## config.mk

```make
export PLATFORM = sky130hd
export DESIGN_NAME = ipc_ctrl
export DESIGN_NICKNAME = d
export VERILOG_FILES = /design/src/rtl/ipc_pkg.sv /design/src/rtl/ipc_ctrl.sv
export VERILOG_INCLUDE_DIRS = /design/src /design/src/rtl
export SDC_FILE = /design/constraint.sdc
export NUM_CORES = 1
export LEC_CHECK = 0
export BUFFER_PORTS_ARGS = -buffer_cell sky130_fd_sc_hd__clkbuf_2
export CAP_MARGIN = 20
export CORE_MARGIN = 5
export CORE_UTILIZATION = 35
export CTS_CLUSTER_SIZE = 28
export DETAILED_ROUTE_END_ITERATION = 6
export GPL_ROUTABILITY_DRIVEN = 0
export PLACE_DENSITY = 0.55
export SYNTH_ARGS = -nofsm -noshare
export SYNTH_HDL_FRONTEND = slang
export SYNTH_SLANG_ARGS = --single-unit
```

## constraint.sdc

```tcl
create_clock -name clock -period 2.29 [get_ports clock]
set_clock_uncertainty 0.05 [all_clocks]
set_input_delay 0.3435 -clock clock [delete_from_list [all_inputs] [get_ports clock]]
set_output_delay 0.3435 -clock clock [all_outputs]
set_load 0.01 [all_outputs]
```

## src/rtl/imu_packet_parse_calibrate_core_defines.svh

```systemverilog
// assertion helpers used by the sequencer rtl
`ifndef IMU_PACKET_PARSE_CALIBRATE_CORE_DEFINES_SVH
`define IMU_PACKET_PARSE_CALIBRATE_CORE_DEFINES_SVH

// property must hold at every clock edge out of reset
`define IPC_ASSERT(lbl, clk, rst, prop, msg) \
   lbl: assert property (@(posedge clk) disable iff (rst) (prop)) else $error(msg);

// expression must never be true out of reset
`define IPC_NEVER(lbl, clk, rst, expr, msg) \
   lbl: assert property (@(posedge clk) disable iff (rst) !(expr)) else $error(msg);

`endif

```

## src/rtl/ipc_pkg.sv

```systemverilog
package ipc_pkg;

   // widths
   localparam int IDX_W = 6;
   localparam int STEP_W = 5;
   localparam int CSR_IDX_W = 3;
   localparam int CSR_DATA_W = 48;

   // header bytes
   localparam logic [7:0] HDR_BYTE0 = 8'h55;
   localparam logic [7:0] HDR_BYTE1 = 8'hAA;

   // byte positions
   localparam int FRESH_BYTE = 20;
   localparam int KEPT_BYTES = 21;

   // status codes
   localparam logic [1:0] STAT_OK = 2'd0;
   localparam logic [1:0] STAT_HDR_ERR = 2'd1;
   localparam logic [1:0] STAT_SUM_ERR = 2'd2;

   // register indexes
   localparam logic [CSR_IDX_W-1:0] CSR_ACCEL_GAIN = 3'd0;
   localparam logic [CSR_IDX_W-1:0] CSR_GYRO_GAIN = 3'd1;
   localparam logic [CSR_IDX_W-1:0] CSR_MAG_GAIN = 3'd2;
   localparam logic [CSR_IDX_W-1:0] CSR_MAG_OFFSET = 3'd3;
   localparam logic [CSR_IDX_W-1:0] CSR_MAG_ROW_A = 3'd4;
   localparam logic [CSR_IDX_W-1:0] CSR_MAG_ROW_B = 3'd5;
   localparam logic [CSR_IDX_W-1:0] CSR_MAG_ROW_C = 3'd6;

   // register reset values
   localparam logic [31:0] MAG_GAIN_RST = 32'd10066330;
   localparam logic [47:0] MAG_OFFSET_RST = 48'd7687951743881;
   localparam logic [47:0] MAG_ROW_A_RST = 48'd850387549920;
   localparam logic [47:0] MAG_ROW_B_RST = 48'd1542950420236;
   localparam logic [47:0] MAG_ROW_C_RST = 48'd66464642433221;

   // multiply sequence: 0..5 accel/gyro, 6..8 mag scale, 9..17 matrix
   localparam logic [STEP_W-1:0] STEP_MAG0 = 5'd6;
   localparam logic [STEP_W-1:0] STEP_ROW0 = 5'd9;
   localparam logic [STEP_W-1:0] STEP_LAST = 5'd17;

   typedef enum logic [1:0] {
      ST_IDLE,
      ST_MUL,
      ST_ACC,
      ST_OUT
   } ctrl_state_type;

   typedef struct packed {
      logic [7:0] rx_byte;
      logic       packet_start;
   } req_payload_type;

   typedef struct packed {
      logic [1:0]         status;
      logic signed [31:0] accel_x;
      logic signed [31:0] accel_y;
      logic signed [31:0] accel_z;
      logic signed [31:0] rate_x;
      logic signed [31:0] rate_y;
      logic signed [31:0] rate_z;
      logic signed [31:0] field_x;
      logic signed [31:0] field_y;
      logic signed [31:0] field_z;
      logic               mag_fresh;
   } rsp_payload_type;

   typedef struct packed {
      logic              take;
      logic              first;
      logic              last;
      logic [IDX_W-1:0]  idx;
      logic              mul_en;
      logic              acc_en;
      logic [STEP_W-1:0] step;
   } ctrl_cmd_type;

   typedef struct packed {
      logic bad;
   } dp_status_type;

   // saturate to signed 32 bits
   function automatic logic signed [31:0] sat32(input logic signed [63:0] v);
      logic signed [31:0] r;
      if (v > 64'sd2147483647) begin
         r = 32'sh7FFFFFFF;
      end else if (v < -64'sd2147483648) begin
         r = 32'sh80000000;
      end else begin
         r = v[31:0];
      end
      return r;
   endfunction

endpackage

```

## src/rtl/ipc_ctrl.sv

```systemverilog
`include "imu_packet_parse_calibrate_core_defines.svh"

module ipc_ctrl
   import ipc_pkg::*;
#(
   parameter int PACKET_BYTES = 22
) (
   input  logic          clock,
   input  logic          reset,
   input  logic          in_valid,
   input  logic          in_first,
   output logic          in_ready,
   output logic          out_valid,
   input  logic          out_ready,
   input  dp_status_type status,
   output ctrl_cmd_type  cmd
);

   localparam logic [IDX_W-1:0] LAST_IDX = IDX_W'(PACKET_BYTES - 1);

   ctrl_state_type    state_ff, state_in;
   logic [IDX_W-1:0]  idx_ff, idx_in;
   logic [STEP_W-1:0] step_ff, step_in;
   logic [IDX_W-1:0]  idx_base;
   logic              take;

   // state, byte count and step registers
   always_ff @(posedge clock) begin
      if (reset) begin
         state_ff <= ST_IDLE;
         idx_ff <= '0;
         step_ff <= '0;
      end else begin
         state_ff <= state_in;
         idx_ff <= idx_in;
         step_ff <= step_in;
      end
   end

   // byte position of the current transfer
   assign take = in_valid && in_ready;
   assign idx_base = (in_first || idx_ff > LAST_IDX) ? '0 : idx_ff;

   // next state and commands
   always_comb begin
      state_in = state_ff;
      idx_in = idx_ff;
      step_in = step_ff;
      in_ready = 1'b0;
      out_valid = 1'b0;
      cmd = '0;
      cmd.step = step_ff;
      cmd.idx = idx_base;
      cmd.first = in_first;
      cmd.last = (idx_base == LAST_IDX);
      case (state_ff)
         ST_IDLE: begin
            in_ready = 1'b1;
            cmd.take = take;
            if (take) begin
               if (cmd.last) begin
                  idx_in = '0;
                  step_in = '0;
                  state_in = status.bad ? ST_OUT : ST_MUL;
               end else begin
                  idx_in = idx_base + 1'b1;
               end
            end
         end
         ST_MUL: begin
            cmd.mul_en = 1'b1;
            state_in = ST_ACC;
         end
         ST_ACC: begin
            cmd.acc_en = 1'b1;
            if (step_ff == STEP_LAST) begin
               step_in = '0;
               state_in = ST_OUT;
            end else begin
               step_in = step_ff + 1'b1;
               state_in = ST_MUL;
            end
         end
         ST_OUT: begin
            out_valid = 1'b1;
            if (out_ready) begin
               state_in = ST_IDLE;
            end
         end
         default: begin
            state_in = ST_IDLE;
         end
      endcase
   end

   `IPC_NEVER(a_no_overlap, clock, reset, in_ready && out_valid, "input taken while result pending")
   `IPC_NEVER(a_step_range, clock, reset, step_ff > STEP_LAST, "multiply step out of range")
   `IPC_ASSERT(a_last_starts, clock, reset, (take && cmd.last && !status.bad) |=> (state_ff == ST_MUL), "good packet did not start compute")
   `IPC_ASSERT(a_bad_direct, clock, reset, (take && cmd.last && status.bad) |=> out_valid, "bad packet result not shown")

endmodule

```

==> results.md <==
* Status: finished, violations left
* Failing checks: negative setup slack
* R2R depth at 10
* Adder-Cell Fraction of Synth Area at 0.0601
* Clock power frac at 0.345
* Final setup fails at 2
* Comb pwr share at 0.111
* First-pass GRT wire length at roughly 3.7 mm
* DR pass1 iterations at 4
* Clk Latency, worst-skew pair at 280 ps
* Largest net degree at the start of global routing at 13
* Switching Share at 0.252
* Drt via density at 5.16
* Reg-to-reg slack, setup at -10 ps
* Layout cell share with drive strength beyond 1 at 0.426
* Number of synthesized register bits at 13
* Internal at between 300 and 400 uW
* Critical path arrival at a little under 2000 ps
* WL final at between 2 and 2.5 mm
* XOR/XNOR share of the synthesized area at 0.0105
* Port Buffers at 22
* Hold endpoint: state_ff[1]
* Syn nets at approximately 110
* Iteration-0 DRC Markers at 15
* Lkg Pwr at roughly 0.00047 uW
* Mux cell area share after synthesis at 0
* Distinct cell type count after synthesis at 40
* Antenna Nets Post-Route at 0
* Total I/O pin count at 24
* Num CTS Buffers at 3
* Worst VDD drop at 0.000256 V
* Fin util at 0.492
* Initial antenna violation count at 0
* Reg power frac at 0.544
* Critical path class: flip-flop to output port
* Dpl hpwl at between 1.5 and 2 mm
* Fillcell total at roughly 220
* Area grow syn2layout at 31.8%
* Starting Density at 0.373
* Required time worst endpoint at approximately 1900 ps
* Pwr Density at 388 nW/um2
* Max Clock Freq at around 430 MHz
* Congestion Overflow GR at 0
* Post-synthesis cell area at ~830 um2
* Final WS setup at -36.4 ps
* Root buf cell: clkbuf_4
* Hold-fix buffer count after cts at 0
* Post-synth EDFFs at 0
* Tcrit/Tclk final at 1.02
* Final Hold Viols at 0
* DR DRC count at 0
* Pwr Total at between 400 and 500 uW
* WL/cell at 13.8 um
* Max Fanout on Critical Path at 4
* Slew Viols, Final at 0
* N_diodes at 0
* CTS sink cnt at 13
* Sequential-to-total area share from yosys stat at 0.312
* FP Rows at 17
* Crit Reg-Reg Startpoint: idx_ff[1]
* Crit end category: output port
* CTS Buffer Depth at 2
* Crit path from: idx_ff[1]
* Vias in the first global route at between 800 and 900
* Simple-gate share of the synthesized area at 0.300
* CTS tree: built
* Die Ht at 58.8 um
* Vias at a little over 800
* Startpoint Class: flip-flop
* H-tree levels at 1
* Worst r2r dst: step_ff[2]
* Full die area at ~3500 um2
* Clock-pin slew on the worst setup and hold paths at ~90 ps
* All-Layer GR Usage at 0.135
* Synth Warn # at 0
* Syn avg cell area at between 8 and 9 um2
* Worst hold start: status
* Syn Inst Count at between 90 and 100
* Largest family of logic cells by synthesized area: simple AND/OR/NAND/NOR gates
* Nets at 140
* Synth Area in Compound Gates at 0.245
* Max-cap violations at 0
* Hold Path Depth at 3
* Post-route minimum period at about 2300 ps
* Async set or reset register ratio after synthesis at 0
* Final hold slack at around 280 ps
* Core area at approximately 2200 um2
* RSZ-0062 raised after global routing: true
* Main synth FF type: dfxtp_1
* Die Width at between 50 and 60 um
* Worst hold path class: input pin to flip-flop
* NetSw at 107 uW
[flip-flops by register name (all words and copies together), names as in the netlist]
register / cells
state_ff: 2
step_ff: 5
idx_ff: 6
[layout make-up]
| type | count | area [um2] | area share |
|---|---|---|---|
| repair buffers | 34 | 206 | 0.188 |
| well taps | 28 | 35.0 | 0.0319 |
| clock buffers | 4 | 26.3 | 0.0239 |
| flip-flops and latches | 13 | 263 | 0.239 |
| inverters | 7 | 26.3 | 0.0239 |
| multi-input cells | 71 | 542 | 0.493 |
[layout by cell type (no fill, tap or decap), drive strengths merged, types with 2 or more instances in the layout]
cell type and count:
nor3 3, o21ai 4, inv 7, and2 5
a21oi 6, nand2b 2, buf 13, nor2 8
a41oi 3, a211oi 3, a311oi 2, nand3 4
dfxtp 13, clkbuf 25, nand2 8, nand4b 2
ha 4, nor4b 2
[how the worst max path moves through the flow]
stage / slack [ps] / cells past startpoint / to
CTS: 0.7 / 8 / cmd[13]
detailed placement: 160 / 8 / cmd[13]
floorplan: 190 / 10 / step_ff[3]
global placement: 210 / 9 / step_ff[3]
global route: -140 / 8 / cmd[13]
finish: -40 / 8 / cmd[13]
[through the flow]
| step | setup WS, ps | area (um2) | std cells | setup TNS (ps) |
|---|---|---|---|---|
| floorplan | 185 | 833 | 95 | 0 |
| global placement | 209 | 978 | 145 | 0 |
| detailed placement | 158 | 978 | 145 | 0 |
| CTS | 0.684 | 1040 | 153 | 0 |
| global route | -143 | 1100 | 157 | -576 |
| finish | -36.4 | 1100 | 157 | -43.5 |
[cells in the mapped netlist (2+ instances only)]
master    number  area (um2)
a21oi_1        6        30.0
o21ai_0        2        10.0
dfxtp_1       13         260
a211oi_1       2        15.0
nand4b_1       2        17.5
nand3_1        4        20.0
inv_2          2        7.51
nor3_1         3        15.0
and2_1         5        31.3
a41oi_1        2        17.5
a311oi_1       2        17.5
inv_1          5        18.8
o21ai_1        2        10.0
nand2_1        7        26.3
nor2_1         8        30.0
nand2b_1       2        12.5
ha_1           4        50.1
buf_4          2        15.0
[power groups by stage]
| stage | clock network (uW) | registers, uW | logic, uW |
|---|---|---|---|
| floorplan | 0 | 237 | 25.4 |
| global placement | 0 | 237 | 40.5 |
| detailed placement | 0 | 237 | 40.9 |
| CTS | 150 | 232 | 44.0 |
| global route | 164 | 233 | 52.7 |
| finish | 147 | 232 | 47.3 |
[worst max-delay path: stages (launching register included)]
cell and delay (ps):
dfxtp_2 330, a21o_2 220, a211oi_4 310, and2_4 220, ha_4 120, and3b_2 200
nand2_2 70, inv_2 90, buf_6 100
[repair_timing]
action / CTS / global route
pin swaps: 3 / 8
endpoints found under the setup margin: 1 / 5
gates resized for setup: 2 / 8
setup buffers: 4 / 4
[cell families (layout without fill, tap and decap cells)]
logic type                 count (synthesis)  count (layout)
other                                      1               1
xor gates and xnor gates                   1               1
DFF                                       13              13
buffers and inverters                     11              45
and+or+nand+nor                           40              40
adders and majority gates                  4               4
AOI/OAI and AO/OA                         25              25
[metal layers]
metal  track usage  part of all wire  vias up
met1         0.160              0.45      381
met4        0.0388            0.0060        0
met5             0                 0        -
li1              -                 -      411
met2         0.238              0.50       16
met3        0.0351             0.040        2
Note: power is estimated with default switching activity, not from simulation.
