--- src/rtl/imu_packet_parse_calibrate_core_defines.svh ---
// assertion helpers used by the sequencer rtl
`ifndef IMU_PACKET_PARSE_CALIBRATE_CORE_DEFINES_SVH
`define IMU_PACKET_PARSE_CALIBRATE_CORE_DEFINES_SVH

// property must hold at every clock edge out of reset
`define IPC_ASSERT(lbl, clk, rst, prop, msg) \
   lbl: assert property (@(posedge clk) disable iff (rst) (prop)) else $error(msg);

// expression must never be true out of reset
`define IPC_NEVER(lbl, clk, rst, expr, msg) \
   lbl: assert property (@(posedge clk) disable iff (rst) !(expr)) else $error(msg);

`endif

--- src/rtl/ipc_pkg.sv ---
package ipc_pkg;

   // widths
   localparam int IDX_W = 6;
   localparam int STEP_W = 5;
   localparam int CSR_IDX_W = 3;
   localparam int CSR_DATA_W = 48;

   // header bytes
   localparam logic [7:0] HDR_BYTE0 = 8'h55;
   localparam logic [7:0] HDR_BYTE1 = 8'hAA;

   // byte positions
   localparam int FRESH_BYTE = 20;
   localparam int KEPT_BYTES = 21;

   // status codes
   localparam logic [1:0] STAT_OK = 2'd0;
   localparam logic [1:0] STAT_HDR_ERR = 2'd1;
   localparam logic [1:0] STAT_SUM_ERR = 2'd2;

   // register indexes
   localparam logic [CSR_IDX_W-1:0] CSR_ACCEL_GAIN = 3'd0;
   localparam logic [CSR_IDX_W-1:0] CSR_GYRO_GAIN = 3'd1;
   localparam logic [CSR_IDX_W-1:0] CSR_MAG_GAIN = 3'd2;
   localparam logic [CSR_IDX_W-1:0] CSR_MAG_OFFSET = 3'd3;
   localparam logic [CSR_IDX_W-1:0] CSR_MAG_ROW_A = 3'd4;
   localparam logic [CSR_IDX_W-1:0] CSR_MAG_ROW_B = 3'd5;
   localparam logic [CSR_IDX_W-1:0] CSR_MAG_ROW_C = 3'd6;

   // register reset values
   localparam logic [31:0] MAG_GAIN_RST = 32'd10066330;
   localparam logic [47:0] MAG_OFFSET_RST = 48'd7687951743881;
   localparam logic [47:0] MAG_ROW_A_RST = 48'd850387549920;
   localparam logic [47:0] MAG_ROW_B_RST = 48'd1542950420236;
   localparam logic [47:0] MAG_ROW_C_RST = 48'd66464642433221;

   // multiply sequence: 0..5 accel/gyro, 6..8 mag scale, 9..17 matrix
   localparam logic [STEP_W-1:0] STEP_MAG0 = 5'd6;
   localparam logic [STEP_W-1:0] STEP_ROW0 = 5'd9;
   localparam logic [STEP_W-1:0] STEP_LAST = 5'd17;

   typedef enum logic [1:0] {
      ST_IDLE,
      ST_MUL,
      ST_ACC,
      ST_OUT
   } ctrl_state_type;

   typedef struct packed {
      logic [7:0] rx_byte;
      logic       packet_start;
   } req_payload_type;

   typedef struct packed {
      logic [1:0]         status;
      logic signed [31:0] accel_x;
      logic signed [31:0] accel_y;
      logic signed [31:0] accel_z;
      logic signed [31:0] rate_x;
      logic signed [31:0] rate_y;
      logic signed [31:0] rate_z;
      logic signed [31:0] field_x;
      logic signed [31:0] field_y;
      logic signed [31:0] field_z;
      logic               mag_fresh;
   } rsp_payload_type;

   typedef struct packed {
      logic              take;
      logic              first;
      logic              last;
      logic [IDX_W-1:0]  idx;
      logic              mul_en;
      logic              acc_en;
      logic [STEP_W-1:0] step;
   } ctrl_cmd_type;

   typedef struct packed {
      logic bad;
   } dp_status_type;

   // saturate to signed 32 bits
   function automatic logic signed [31:0] sat32(input logic signed [63:0] v);
      logic signed [31:0] r;
      if (v > 64'sd2147483647) begin
         r = 32'sh7FFFFFFF;
      end else if (v < -64'sd2147483648) begin
         r = 32'sh80000000;
      end else begin
         r = v[31:0];
      end
      return r;
   endfunction

endpackage

--- src/rtl/ipc_datapath.sv ---
module ipc_datapath
   import ipc_pkg::*;
(
   input  logic                  clock,
   input  logic                  reset,
   input  logic                  csr_we,
   input  logic [CSR_IDX_W-1:0]  csr_index,
   input  logic [CSR_DATA_W-1:0] csr_wdata,
   input  logic [7:0]            rx_byte,
   input  ctrl_cmd_type          cmd,
   output dp_status_type         status,
   output rsp_payload_type       result
);

   logic [31:0] accel_gain_ff, gyro_gain_ff, mag_gain_ff;
   logic [47:0] mag_offset_ff, row_a_ff, row_b_ff, row_c_ff;
   logic [7:0]  sum_ff;
   logic [7:0]  pkt_ff [KEPT_BYTES];
   logic [1:0]  status_ff, status_in;
   logic        fresh_ff;
   logic signed [31:0] res_ff [9];
   logic signed [41:0] m_ff [3];
   logic signed [57:0] prod_ff;
   logic signed [59:0] acc_ff;

   logic signed [15:0] op_a;
   logic signed [41:0] op_b;
   logic signed [15:0] word;
   logic [31:0]        gain;
   logic [1:0]         row, col;
   logic [47:0]        row_reg;
   logic signed [63:0] rnd8, rnd14, row_tot;
   logic signed [59:0] acc_sum;
   logic signed [41:0] off_ext;

   // configuration registers
   always_ff @(posedge clock) begin
      if (reset) begin
         accel_gain_ff <= '0;
         gyro_gain_ff <= '0;
         mag_gain_ff <= MAG_GAIN_RST;
         mag_offset_ff <= MAG_OFFSET_RST;
         row_a_ff <= MAG_ROW_A_RST;
         row_b_ff <= MAG_ROW_B_RST;
         row_c_ff <= MAG_ROW_C_RST;
      end else if (csr_we) begin
         case (csr_index)
            CSR_ACCEL_GAIN: accel_gain_ff <= csr_wdata[31:0];
            CSR_GYRO_GAIN:  gyro_gain_ff <= csr_wdata[31:0];
            CSR_MAG_GAIN:   mag_gain_ff <= csr_wdata[31:0];
            CSR_MAG_OFFSET: mag_offset_ff <= csr_wdata;
            CSR_MAG_ROW_A:  row_a_ff <= csr_wdata;
            CSR_MAG_ROW_B:  row_b_ff <= csr_wdata;
            CSR_MAG_ROW_C:  row_c_ff <= csr_wdata;
            default: ;
         endcase
      end
   end

   // header and checksum check on the final byte
   always_comb begin
      if (pkt_ff[0] != HDR_BYTE0 || pkt_ff[1] != HDR_BYTE1) begin
         status_in = STAT_HDR_ERR;
      end else if (sum_ff != rx_byte) begin
         status_in = STAT_SUM_ERR;
      end else begin
         status_in = STAT_OK;
      end
   end
   assign status.bad = (status_in != STAT_OK);

   // byte capture and running sum
   always_ff @(posedge clock) begin
      if (reset) begin
         sum_ff <= '0;
      end else if (cmd.take) begin
         sum_ff <= cmd.last ? 8'd0 : ((cmd.first ? 8'd0 : sum_ff) + rx_byte);
      end
   end

   always_ff @(posedge clock) begin
      if (cmd.take && cmd.idx < IDX_W'(KEPT_BYTES)) begin
         pkt_ff[cmd.idx[4:0]] <= rx_byte;
      end
   end

   // operand selection per step
   always_comb begin
      word = '0;
      gain = mag_gain_ff;
      row = 2'd0;
      col = 2'd0;
      case (cmd.step)
         5'd0: begin word = {pkt_ff[2], pkt_ff[3]}; gain = accel_gain_ff; end
         5'd1: begin word = {pkt_ff[4], pkt_ff[5]}; gain = accel_gain_ff; end
         5'd2: begin word = {pkt_ff[6], pkt_ff[7]}; gain = accel_gain_ff; end
         5'd3: begin word = {pkt_ff[8], pkt_ff[9]}; gain = gyro_gain_ff; end
         5'd4: begin word = {pkt_ff[10], pkt_ff[11]}; gain = gyro_gain_ff; end
         5'd5: begin word = {pkt_ff[12], pkt_ff[13]}; gain = gyro_gain_ff; end
         5'd6: word = {pkt_ff[15], pkt_ff[14]};
         5'd7: word = {pkt_ff[17], pkt_ff[16]};
         5'd8: word = {pkt_ff[19], pkt_ff[18]};
         5'd9:  begin row = 2'd0; col = 2'd0; end
         5'd10: begin row = 2'd0; col = 2'd1; end
         5'd11: begin row = 2'd0; col = 2'd2; end
         5'd12: begin row = 2'd1; col = 2'd0; end
         5'd13: begin row = 2'd1; col = 2'd1; end
         5'd14: begin row = 2'd1; col = 2'd2; end
         5'd15: begin row = 2'd2; col = 2'd0; end
         5'd16: begin row = 2'd2; col = 2'd1; end
         5'd17: begin row = 2'd2; col = 2'd2; end
         default: ;
      endcase
   end

   // row b gives x, row a gives y, row c gives negated z
   always_comb begin
      case (row)
         2'd0:    row_reg = row_b_ff;
         2'd1:    row_reg = row_a_ff;
         default: row_reg = row_c_ff;
      endcase
   end

   always_comb begin
      if (cmd.step < STEP_ROW0) begin
         op_a = word;
         op_b = $signed({10'd0, gain});
      end else begin
         op_a = $signed(row_reg[16*col +: 16]);
         op_b = m_ff[col];
      end
   end

   // shared multiplier
   always_ff @(posedge clock) begin
      if (cmd.mul_en) begin
         prod_ff <= op_a * op_b;
      end
   end

   // rounding, offset and accumulation
   always_comb begin
      rnd8 = (64'(prod_ff) + 64'sd128) >>> 8;
      off_ext = 42'($signed(mag_offset_ff[16*(cmd.step - STEP_MAG0) +: 16])) <<< 12;
      acc_sum = (col == 2'd0 ? 60'sd0 : acc_ff) + 60'(prod_ff);
      row_tot = (row == 2'd2) ? -64'(acc_sum) : 64'(acc_sum);
      rnd14 = (row_tot + 64'sd8192) >>> 14;
   end

   always_ff @(posedge clock) begin
      if (cmd.take && cmd.last) begin
         for (int k = 0; k < 9; k++) begin
            res_ff[k] <= '0;
         end
         status_ff <= status_in;
         fresh_ff <= (status_in == STAT_OK) && (pkt_ff[FRESH_BYTE] != 8'd0);
      end else if (cmd.acc_en) begin
         if (cmd.step < STEP_MAG0) begin
            res_ff[cmd.step[2:0]] <= sat32(rnd8);
         end else if (cmd.step < STEP_ROW0) begin
            m_ff[2'(cmd.step - STEP_MAG0)] <= rnd8[41:0] + off_ext;
         end else begin
            acc_ff <= acc_sum;
            if (col == 2'd2) begin
               res_ff[4'd6 + 4'(row)] <= sat32(rnd14);
            end
         end
      end
   end

   // result word
   always_comb begin
      result.status = status_ff;
      result.accel_x = res_ff[0];
      result.accel_y = res_ff[1];
      result.accel_z = res_ff[2];
      result.rate_x = res_ff[3];
      result.rate_y = res_ff[4];
      result.rate_z = res_ff[5];
      result.field_x = res_ff[6];
      result.field_y = res_ff[7];
      result.field_z = res_ff[8];
      result.mag_fresh = fresh_ff;
   end

endmodule

--- config.mk ---
export PLATFORM = sky130hd
export DESIGN_NAME = ipc_datapath
export DESIGN_NICKNAME = d
export VERILOG_FILES = /design/src/rtl/imu_packet_parse_calibrate_core_defines.svh /design/src/rtl/ipc_pkg.sv /design/src/rtl/ipc_datapath.sv
export SDC_FILE = /design/constraint.sdc
export NUM_CORES = 2
export LEC_CHECK = 0
export ABC_AREA = 1
export BUFFER_PORTS_ARGS = -buffer_cell sky130_fd_sc_hd__buf_2
export CORE_AREA = 5 5 439 441
export DETAILED_ROUTE_END_ITERATION = 10
export DIE_AREA = 0 0 444 446
export GPL_TIMING_DRIVEN = 0
export PLACE_DENSITY = 0.54
export SLEW_MARGIN = 20
export SYNTH_ARGS = -nofsm -noshare
export SYNTH_HDL_FRONTEND = slang
export SYNTH_SLANG_ARGS = --single-unit
--- constraint.sdc ---
create_clock -name clock -period 9.6 [get_ports clock]
set_input_delay 0 -clock clock [delete_from_list [all_inputs] [get_ports clock]]
set_output_delay 0 -clock clock [all_outputs]
set_load 0.05 [all_outputs]
==> impl_metrics.csv <==
group,metric,value,unit
status,run_status,"complete, no violations",
run,drv_cap,0,
layout,nets,10500,
setup_path,worstPathRequired,10110,ps
sta,fin_crit_sh,0.971,
placed_design,dpl_cell_area,80900,µm²
min_path,whs_path_depth,4,
placed_design,portBuffers,365,
min_path,worst_hold_path_type,"in -> reg",
layout,layout_commonest_cell,"nand2_1",
sta,setup_violations,0,
setup_path,crit_top_cell,"nand2_1",
cts,clock_path_buffers,3,
synthesis,synth_seq_area_share,0.361,
routing,via_per_inst,5.25,
routing,routed-via-count,63900,
layout,fin_cells,12200,
synthesis,synth_top_cells_by_area,"edfxtp_1 (28%), fa_1 (17%), nand2_1 (11%)",
setup_path,crit_slowest_cell,"fa_1",
die,start_util,0.397,
cts,htreeDepth,3,
synthesis,synth_edf_count,703,
synthesis,synth-seq-cells,999,
global_route,grt_max_degree,59,
die,die-area,198000,µm²
setup_path,r2r-end,"prod_ff[56]",
sta,rsz0062_at_grt,"true",
die,coreArea,189000,µm²
sta,tightest_slew,1120,ps
cts,cts_root_buffer,"clkbuf_16",
sta,holdWs,72.9,ps
layout,final_cell_mix,"nand2_1 (2079), inv_1 (1380), nor2_1 (1100), edfxtp_1 (703), fa_1 (628)",
cts,cts_tree,"done",
global_route,grtUsageTotal,0.286,
placed_design,placed_cells_incl_taps,11900,
sta,fin_crit,9320,ps
routing,wl_per_cell,23.6,µm
synthesis,synth.avg_cell_area,8.38,µm²
synthesis,ys_async_sr_fraction,0,
cts,cts_made_buffers,110,
setup_path,r2r-start,"pkt_ff[15][4]",
sta,hold_viol,0,
setup_path,crit_path_max_fanout,10,
routing,drt_iter0_drc,6037,
layout,n_fill_cell,18600,
routing,drc_errors,0,
die,num_rows,160,
routing,wl,288,mm
global_route,grt_pass1_wl,420,mm
synthesis,yosysWarnings,0,
die,die_h,446,µm
layout,fin_area,86200,µm²
synthesis,yosys.area.top_type_share,0.282,
synthesis,synthCells,8937,
routing,drt_first_pass_iters,6,
routing,ant_nets,0,
global_route,first_global_vias,63200,
synthesis,synth_area_leader_cell,"edfxtp_1",
cts,clock_sinks,999,
layout,synthToLayoutAreaGrowth,15.2,%
cts,clk_latency,810,ps
setup_path,cp-start-kind,"primary input",
die,io_pins,370,
placed_design,hpwl,234,mm
synthesis,synth_ff_type,"edfxtp_1",
setup_path,reg2reg_slack,1080,ps
setup_path,max_stage_delay,530,ps
global_route,overflow,0,
synthesis,synth_fp_nets,9877,
layout,drive_gt1_frac,0.137,
setup_path,cp-end-kind,"register",
cts,cts.clk_slew.worst_paths,60,ps
setup_path,critical_path_arrival,9830,ps
sta,relSlewSlack,0.256,
sta,clock.fmax,107,MHz
synthesis,synth_cell_types,62,
sta,clock_skew,114,ps
min_path,holdCritStartpoint,"csr_wdata[39]",
min_path,holdPathEnd,"row_a_ff[39]",
setup_path,ff2ff_path_depth,40,
die,dieWidth,444,µm
placed_design,routabilityCongestion,0.968,
global_route,antenna_found_initial,8,
synthesis,syn-cell-area,74900,µm²
setup_path,path_class,"in -> reg",
sta,slew_violations,0,
==> routing by layer <==
| metal | wire, µm | GRT usage |
|---|---|---|
| met1 | 122000 | 0.391 |
| met2 | 129000 | 0.457 |
| met3 | 24000 | 0.0459 |
| met4 | 12900 | 0.112 |
| met5 | 40 | 0 |
==> area by class of cell <==
type                            count  area [µm²]  share of cell area
Multi-Input combinational cell   6177       41800               0.484
Sequential cell                   999       27000               0.313
Inverter                         1444        5450              0.0632
Timing Repair Buffer              518        3580              0.0415
Tap cell                         2511        3140              0.0364
Clock buffer                      136        2890              0.0335
Buffer                            311        1490              0.0173
Clock inverter                     73         867              0.0101
Antenna cell                        3        7.51           0.0000871
Timing Repair inverter              1        5.00           0.0000580
==> critical path: cells and delay by family <==
kind | cells | cell delay [ps]
compound gates | 3 | 600
buf+inv | 12 | 2070
simple gates | 28 | 3320
xor+xnor | 1 | 310
fa+ha+maj | 7 | 3450
==> metrics by stage <==
step	util	worst slack (ps)	setup TNS (ps)
2_1_floorplan	-	619	0
3_3_place_gp	0.423	-4310	-1140610
3_5_place_dp	0.429	-3600	-375180
4_1_cts	0.455	1.32	0
5_1_grt	0.457	-51.6	-60.1
6_report	0.457	276	0
==> kinds of logic after synthesis <==
| logic type | after synthesis | share of synthesized area |
|---|---|---|
| AOI/OAI and AO/OA | 767 | 0.0621 |
| buffers and inverters | 1761 | 0.0896 |
| adders and majority gates | 862 | 0.207 |
| DFF | 999 | 0.361 |
| xor gates and xnor gates | 174 | 0.0204 |
| and+or+nand+nor | 4374 | 0.260 |
==> cell usage after synthesis, types with 4 or more instances <==
master    instances
o211ai_1         30
clkinv_1         25
nor4_1           20
nand2_8          30
dfxtp_1         296
nand3_2          22
nor2_4           22
nor2_2          249
nor2_1         1113
a32oi_1          62
o21ai_1           8
nand3_1         546
a21o_1            5
nor3_1           28
a22o_1           12
a221oi_1         15
a32o_1            8
buf_2            13
o21bai_1         47
nand3b_1          9
edfxtp_1        703
and2_1            4
inv_2            31
ha_1            233
a22oi_1          32
a31oi_1          23
xnor2_1          57
a21oi_1         190
inv_1          1388
a211oi_1          7
o21a_1            8
clkbuf_1        263
buf_1            33
xor2_1          117
nand2_1        2103
nand2_4          32
o221ai_1          6
a21boi_0          4
o21ai_0         298
fa_1            629
nand2_2         104
nand4_1          76
a21oi_2           4
==> registers in the layout, indices dropped and copies added, names as in the netlist, 48 cells and up <==
name / count
res_ff: 288
pkt_ff: 168
m_ff: 126
acc_ff: 60
prod_ff: 58
mag_offset_ff: 48
row_a_ff: 48
row_b_ff: 48
row_c_ff: 48
==> how the worst max path moves through the flow <==
| stage | startpoint | endpoint | slack [ps] | depth (start not counted) |
|---|---|---|---|---|
| floorplan | cmd[2] | prod_ff[54] | 620 | 44 |
| global placement | cmd[2] | prod_ff[54] | -4310 | 45 |
| detailed placement | cmd[2] | prod_ff[54] | -3600 | 45 |
| CTS | cmd[0] | prod_ff[56] | 1 | 50 |
| global route | cmd[2] | prod_ff[56] | -50 | 56 |
| finish | cmd[1] | prod_ff[56] | 280 | 51 |
==> repair_timing <==
action | in CTS | in global routing
hold endpoints to repair | 689 | 0
setup buffers | 2 | 18
hold buffers | 84 | 0
pin swaps | 7 | 16
setup endpoints to repair | 325 | 21
gates resized for setup | 138 | 117
cloned | 0 | 1
Power is not shown: default switching activity piles up to over one toggle a cycle in this logic, so the estimate is an artifact.
